==> config.mk <==
export PLATFORM = sky130hd
export DESIGN_NAME = ascending_sort_engine_top
export DESIGN_NICKNAME = d
export VERILOG_FILES = /design/src/design/ase_pkg.sv /design/src/design/ase_cell.sv /design/src/design/ascending_sort_engine_top.sv
export SDC_FILE = /design/constraint.sdc
export NUM_CORES = 2
export LEC_CHECK = 0
export BUFFER_PORTS_ARGS = -buffer_cell sky130_fd_sc_hd__buf_2
export CAP_MARGIN = 20
export CORE_ASPECT_RATIO = 0.9
export CORE_MARGIN = 2
export CORE_UTILIZATION = 58
export DETAILED_ROUTE_END_ITERATION = 10
export HOLD_SLACK_MARGIN = 0.12
export PLACE_DENSITY = 0.74
export SLEW_MARGIN = 5
export SYNTH_ARGS = -nofsm -noshare
export SYNTH_HDL_FRONTEND = slang
export SYNTH_HIERARCHICAL = 1
export SYNTH_SLANG_ARGS = --single-unit
==> constraint.sdc <==
create_clock -name clk -period 5.1 [get_ports clk]
set_input_delay 0.51 -clock clk [delete_from_list [all_inputs] [get_ports clk]]
set_output_delay 0.51 -clock clk [all_outputs]
set_load 0.01 [all_outputs]
==> src/design/ase_pkg.sv <==
// shared types and constants of the ascending sort engine
package ase_pkg;

	localparam int MAX_ITEMS = 16;
	localparam int CNT_W     = $clog2(MAX_ITEMS + 1);

	localparam logic [CNT_W-1:0] MAX_CNT    = CNT_W'(MAX_ITEMS);
	localparam logic [CNT_W-1:0] DRAIN_LAST = CNT_W'(MAX_ITEMS - 1);
	localparam logic [CNT_W-1:0] CNT_ONE    = CNT_W'(1);

	typedef struct packed {
		logic signed [31:0] sample;
		logic               final_item;
	} item_t;

	typedef struct packed {
		logic signed [31:0] sorted_value;
		logic               end_of_run;
		logic               dropped_some;
	} result_t;

	// one value moving between neighbouring cells
	typedef struct packed {
		logic               valid;
		logic signed [31:0] value;
	} lane_t;

endpackage

==> src/design/ase_cell.sv <==
// one sorting cell: keeps the smaller value, hands the larger on, shifts left on unload
module ase_cell (
	input  logic          clk,
	input  logic          arst_n,
	input  logic          shift,
	input  ase_pkg::lane_t in_lane,
	input  ase_pkg::lane_t nbr,
	output ase_pkg::lane_t held,
	output ase_pkg::lane_t pass
);

	logic held_valid_q;
	logic pass_valid_q;
	logic signed [31:0] held_value_q;
	logic signed [31:0] pass_value_q;
	logic take_in;

	// incoming value stays here when the cell is empty or it is strictly smaller
	assign take_in = in_lane.valid && (!held_valid_q || (in_lane.value < held_value_q));

	always_ff @(posedge clk or negedge arst_n) begin
		if (!arst_n) begin
			held_valid_q <= 1'b0;
			pass_valid_q <= 1'b0;
		end else if (shift) begin
			held_valid_q <= nbr.valid;
			pass_valid_q <= 1'b0;
		end else begin
			if (in_lane.valid && !held_valid_q)
				held_valid_q <= 1'b1;
			pass_valid_q <= in_lane.valid && held_valid_q;
		end
	end

	always_ff @(posedge clk) begin
		if (shift) begin
			held_value_q <= nbr.value;
		end else if (take_in) begin
			held_value_q <= in_lane.value;
		end
		if (take_in)
			pass_value_q <= held_value_q;
		else
			pass_value_q <= in_lane.value;
	end

	assign held = '{valid: held_valid_q, value: held_value_q};
	assign pass = '{valid: pass_valid_q, value: pass_value_q};

endmodule

==> src/design/ascending_sort_engine_top.sv <==
// top level of the ascending sort engine: cell chain, run control and result register
// loading: one value per cycle, busy stays low until the last item of a run is taken
// after the last item: drain state, then unload state; each unload cycle loads the result register and strobe
// unloading: one result per cycle on consecutive cycles, n results for n held values
// reset clears all control and valid bits; results cannot be stalled by the receiver
module ascending_sort_engine_top (
	input  logic            clk,
	input  logic            arst_n,
	input  logic            start,
	output logic            busy,
	input  ase_pkg::item_t   item,
	output logic            result_strobe,
	output ase_pkg::result_t result
);

	localparam logic [1:0] ST_IDLE  = 2'd0;
	localparam logic [1:0] ST_DRAIN = 2'd1;
	localparam logic [1:0] ST_EMIT  = 2'd2;

	logic [1:0] state_q;
	logic [ase_pkg::CNT_W-1:0] fill_q;
	logic [ase_pkg::CNT_W-1:0] drain_q;
	logic [ase_pkg::CNT_W-1:0] remain_q;
	logic overflow_q;
	logic strobe_q;
	ase_pkg::result_t result_q;

	logic accept;
	logic shift;

	ase_pkg::lane_t chain_in   [ase_pkg::MAX_ITEMS];
	ase_pkg::lane_t chain_nbr  [ase_pkg::MAX_ITEMS];
	ase_pkg::lane_t chain_held [ase_pkg::MAX_ITEMS];
	ase_pkg::lane_t chain_pass [ase_pkg::MAX_ITEMS];

	assign busy   = (state_q != ST_IDLE);
	assign accept = start && !busy;
	assign shift  = (state_q == ST_EMIT);

	// cell chain: values walk right while loading, the whole row shifts left while unloading
	genvar gi;
	generate
		for (gi = 0; gi < ase_pkg::MAX_ITEMS; gi++) begin : g_cell
			if (gi == 0) begin : g_head
				// a value beyond capacity never enters the chain
				assign chain_in[gi] = '{valid: accept && (fill_q < ase_pkg::MAX_CNT),
					value: item.sample};
			end else begin : g_body
				assign chain_in[gi] = chain_pass[gi-1];
			end
			if (gi == ase_pkg::MAX_ITEMS - 1) begin : g_tail
				assign chain_nbr[gi] = '0;
			end else begin : g_inner
				assign chain_nbr[gi] = chain_held[gi+1];
			end
			ase_cell u_cell (
				.clk     (clk),
				.arst_n  (arst_n),
				.shift   (shift),
				.in_lane (chain_in[gi]),
				.nbr     (chain_nbr[gi]),
				.held    (chain_held[gi]),
				.pass    (chain_pass[gi])
			);
		end
	endgenerate

	// run control
	always_ff @(posedge clk or negedge arst_n) begin
		if (!arst_n) begin
			state_q    <= ST_IDLE;
			fill_q     <= '0;
			drain_q    <= '0;
			remain_q   <= '0;
			overflow_q <= 1'b0;
			strobe_q   <= 1'b0;
		end else begin
			// every unload cycle puts one result on the ports
			strobe_q <= (state_q == ST_EMIT);
			case (state_q)
				ST_IDLE: begin
					if (accept) begin
						if (fill_q < ase_pkg::MAX_CNT)
							fill_q <= fill_q + ase_pkg::CNT_ONE;
						else
							overflow_q <= 1'b1;
						if (item.final_item) begin
							state_q <= ST_DRAIN;
							drain_q <= '0;
						end
					end
				end
				ST_DRAIN: begin
					// wait until the last value has settled at the far end of the chain
					if (drain_q == ase_pkg::DRAIN_LAST) begin
						state_q  <= ST_EMIT;
						remain_q <= fill_q;
					end else begin
						drain_q <= drain_q + ase_pkg::CNT_ONE;
					end
				end
				ST_EMIT: begin
					remain_q <= remain_q - ase_pkg::CNT_ONE;
					if (remain_q == ase_pkg::CNT_ONE) begin
						state_q    <= ST_IDLE;
						fill_q     <= '0;
						overflow_q <= 1'b0;
					end
				end
				default: begin
					state_q <= ST_IDLE;
				end
			endcase
		end
	end

	// result register: during unloading the head cell holds the smallest remaining value
	always_ff @(posedge clk) begin
		if (shift) begin
			result_q.sorted_value <= chain_held[0].value;
			result_q.end_of_run   <= (remain_q == ase_pkg::CNT_ONE);
			result_q.dropped_some <= overflow_q;
		end
	end

	assign result_strobe = strobe_q;
	assign result        = result_q;

	// a result only follows an unload cycle
	a_strobe_from_emit: assert property (@(posedge clk) disable iff (!arst_n)
		result_strobe |-> $past(state_q == ST_EMIT))
		else $error("result transfer without unload cycle");

	// unloading never runs past the held values
	a_emit_nonempty: assert property (@(posedge clk) disable iff (!arst_n)
		(state_q == ST_EMIT) |-> (remain_q != '0) && chain_held[0].valid)
		else $error("unload with an empty chain");

	// nothing may fall off the far end of the chain
	a_no_spill: assert property (@(posedge clk) disable iff (!arst_n)
		!chain_pass[ase_pkg::MAX_ITEMS-1].valid)
		else $error("value lost at end of chain");

	// the final result of a run returns the engine to idle with an empty chain
	a_end_idle: assert property (@(posedge clk) disable iff (!arst_n)
		(result_strobe && result.end_of_run) |-> (state_q == ST_IDLE) && !chain_held[0].valid
		&& (fill_q == '0))
		else $error("run not closed after last result");

endmodule
==> results by group <==
Worst setup path
  – Reg-to-reg startpoint: g_cell[7].u_cell/held_value_q[1]$_DFFE_PP_
  – CP required: 5480 ps
  – Worst Path Arrival: 3900 ps
  – Nature of the critical path startpoint: register
  – Max Fanout on Critical Path: 17
  – CP startpoint: g_cell[7].u_cell/held_value_q[1]$_DFFE_PP_
  – WS Path Type: register to register
  – CP peak stage delay: 880 ps
  – Crit end category: register
  – Crit-path slowest cell: o311ai_0
  – CP Cell Sequence: inv_1, ha_1, o21ai_0, a21oi_1, o311ai_0, a31oi_2, a31oi_4, or2_1, buf_4

Logic synthesis
  – Ys Warns: 6
  – Cell Area, Synth: 0.05577 sq mm
  – Mapped Cells: 4,246
  – Syn Area/Cell: 13.14 sq um

Timing
  – Final hold violations: 0
  – PnR worst setup slack: 1579 ps
  – Tightest Pin Transition: 1071 ps
  – Final setup TNS: 0 ps
  – Final worst-path cycle share: 69.04%
  – Worst slew margin: 27.69%
  – WHS: 206.5 ps
  – Max Slew Vio Count: 0
  – Post-Route Skew: 50.63 ps
  – Final setup violating endpoints: 0
  – RSZ-0062 raised after global routing: false
  – Fmax: 0.2840 GHz
  – Tmin final: 3521 ps

Job
  – Max-Cap Viols: 0

Die
  – Standard-cell rows: 107
  – Core Region: 0.09492 sq mm
  – IO Pins: 72
  – Die area: 0.09866 sq mm
  – DIE WIDTH: 330.9 microns
  – Initial Util: 58.76%
  – Die height: 298.2 microns

Cells and area
  – Most frequent cells in the layout: mux2_2 (561), edfxtp_1 (546), inv_1 (519), ha_1 (501), dfxtp_1 (480)
  – Area Growth Syn to Fin: 9.243%
  – Post-Route Utilization: 64.19%
  – N_diodes: 0
  – Commonest non-fill, non-tap cell in the layout: mux2_2
  – Share of layout cells above drive strength 1: 30.97%
  – Post-Layout Cell Count: 5,747
  – Nets: 4,933

Power and ir drop
  – Peak VDD IR: 0.3905 mV
  – Pwr/cell area: 323.9 mW/mm^2
  – Leakage power: 0.02550 uW

Detailed routing
  – DRC Markers: 0
  – Total number of vias: 32,140
  – WL/cell: 19.45 microns
  – Via-per-instance ratio: 5.593
  – Drt pass-1 iters: 6
  – Final WL: 111,800 microns
  – Iter 0 DRT Violations: 2,268
  – ANT nets after route: 0

CTS
  – Clk sinks: 1,076
  – CTS tree: yes
  – Clock root buffer: clkbuf_16
  – Clock latency on the worst-skew pair: 700 ps
  – Clock transition at path regs: 60 ps
  – Maximum level of the CTS H-tree: 3
  – TritonCTS Buffers: 110
  – CTS Buffer Depth: 3

GRT
  – GRT Util Overall: 22.63%
  – Largest net degree at the start of global routing: 89
  – Initial antenna violation count: 1
  – Number of global-route vias before repair: 32,490
  – First-pass GRT wire length: 179,600 microns
  – Global route overflow: 0

Placement
  – Placed instance count: 5,504
  – Port bufs: 71
  – Dpl hpwl: 80,790 microns
  – Placer congestion estimate: 0.8376
  – Dpl ws: 1670 ps

Min path
  – Hold WC Path Type: input port to register
  – Worst min-delay path startpoint: item[0]

Run status
  – Status: finished, final reports clean
==> routing by layer <==
layer  wire (microns)  global-route usage, %  up-vias
li1                 -                      -    15480
met1            56030                  34.86    15840
met2            48370                  33.80      689
met3             5514                  3.163      137
met4             1854                  4.643        0
met5                0                      0        -
==> worst max-delay path: cells and delay by family (launching register included) <==
kind / cells / cell delay [ps]
buf+inv: 2 / 460
compound gates: 5 / 1480
fa+ha+maj: 1 / 220
flops: 1 / 410
simple gates: 1 / 650
==> power breakdown <==
group / total, uW / internal, uW / switching (uW)
combinational: 1660 / 900 / 756
sequential: 9850 / 9500 / 347
clock: 8230 / 4740 / 3490
total: 19700 / 15100 / 4590
==> stage by stage <==
| stage | instance area (sq um) | power [uW] |
|---|---|---|
| 6_report | 60930 | 19740 |
| 5_1_grt | 60930 | 20460 |
| 4_1_cts | 60930 | 19890 |
| 3_5_place_dp | 56880 | 11650 |
| 3_3_place_gp | 56880 | 11580 |
| 2_1_floorplan | 55890 | 11190 |
==> flip-flops by register name (all words and copies together), names as in the netlist <==
name and flops:
overflow_q 1, g_cell.u_cell/pass_valid_q 15, result 34, fill_q 5
g_cell.u_cell/held_value_q 512, result_strobe 1, g_cell.u_cell/held_valid_q 16, drain_q 5
remain_q 5, g_cell.u_cell/pass_value_q 480, state_q 2
==> what timing repair did <==
| item | 4_1_cts | 5_1_grt |
|---|---|---|
| resized for setup | 0 | 0 |
| buffers inserted | 0 | 0 |
| hold buffers | 33 | 0 |
| endpoints found under the hold margin | 87 | 0 |
| setup endpoints to repair | 0 | 0 |
==> final timing paths <==
path                       cells past startpoint                                           to  slack, ps
setup / recovery                               9  g_cell[7].u_cell/held_value_q[25]$_DFFE_PP_       1580
hold / removal                                 4                       state_q[0]$_DFFE_PN0P_        210
setup reg to reg                               9  g_cell[7].u_cell/held_value_q[25]$_DFFE_PP_       1580
hold reg to reg                                0                         result[12]$_DFFE_PP_        480
max in group asynchronous                      3    g_cell[5].u_cell/held_valid_q$_DFFE_PN0P_       3990
min in group asynchronous                      3      g_cell[0].u_cell/pass_valid_q$_DFF_PN0_        520
==> layout make-up <==
type / instances / area [sq um]
Clock buffer: 161 / 3167
Clock inverter: 49 / 553.0
Fill cell: 6961 / 33990
Inverter: 521 / 1964
Multi-Input combinational cell: 2533 / 25260
Sequential cell: 1076 / 27260
Tap cell: 1253 / 1568
Timing Repair Buffer: 154 / 1161
Note: power is estimated with default switching activity, not from simulation.
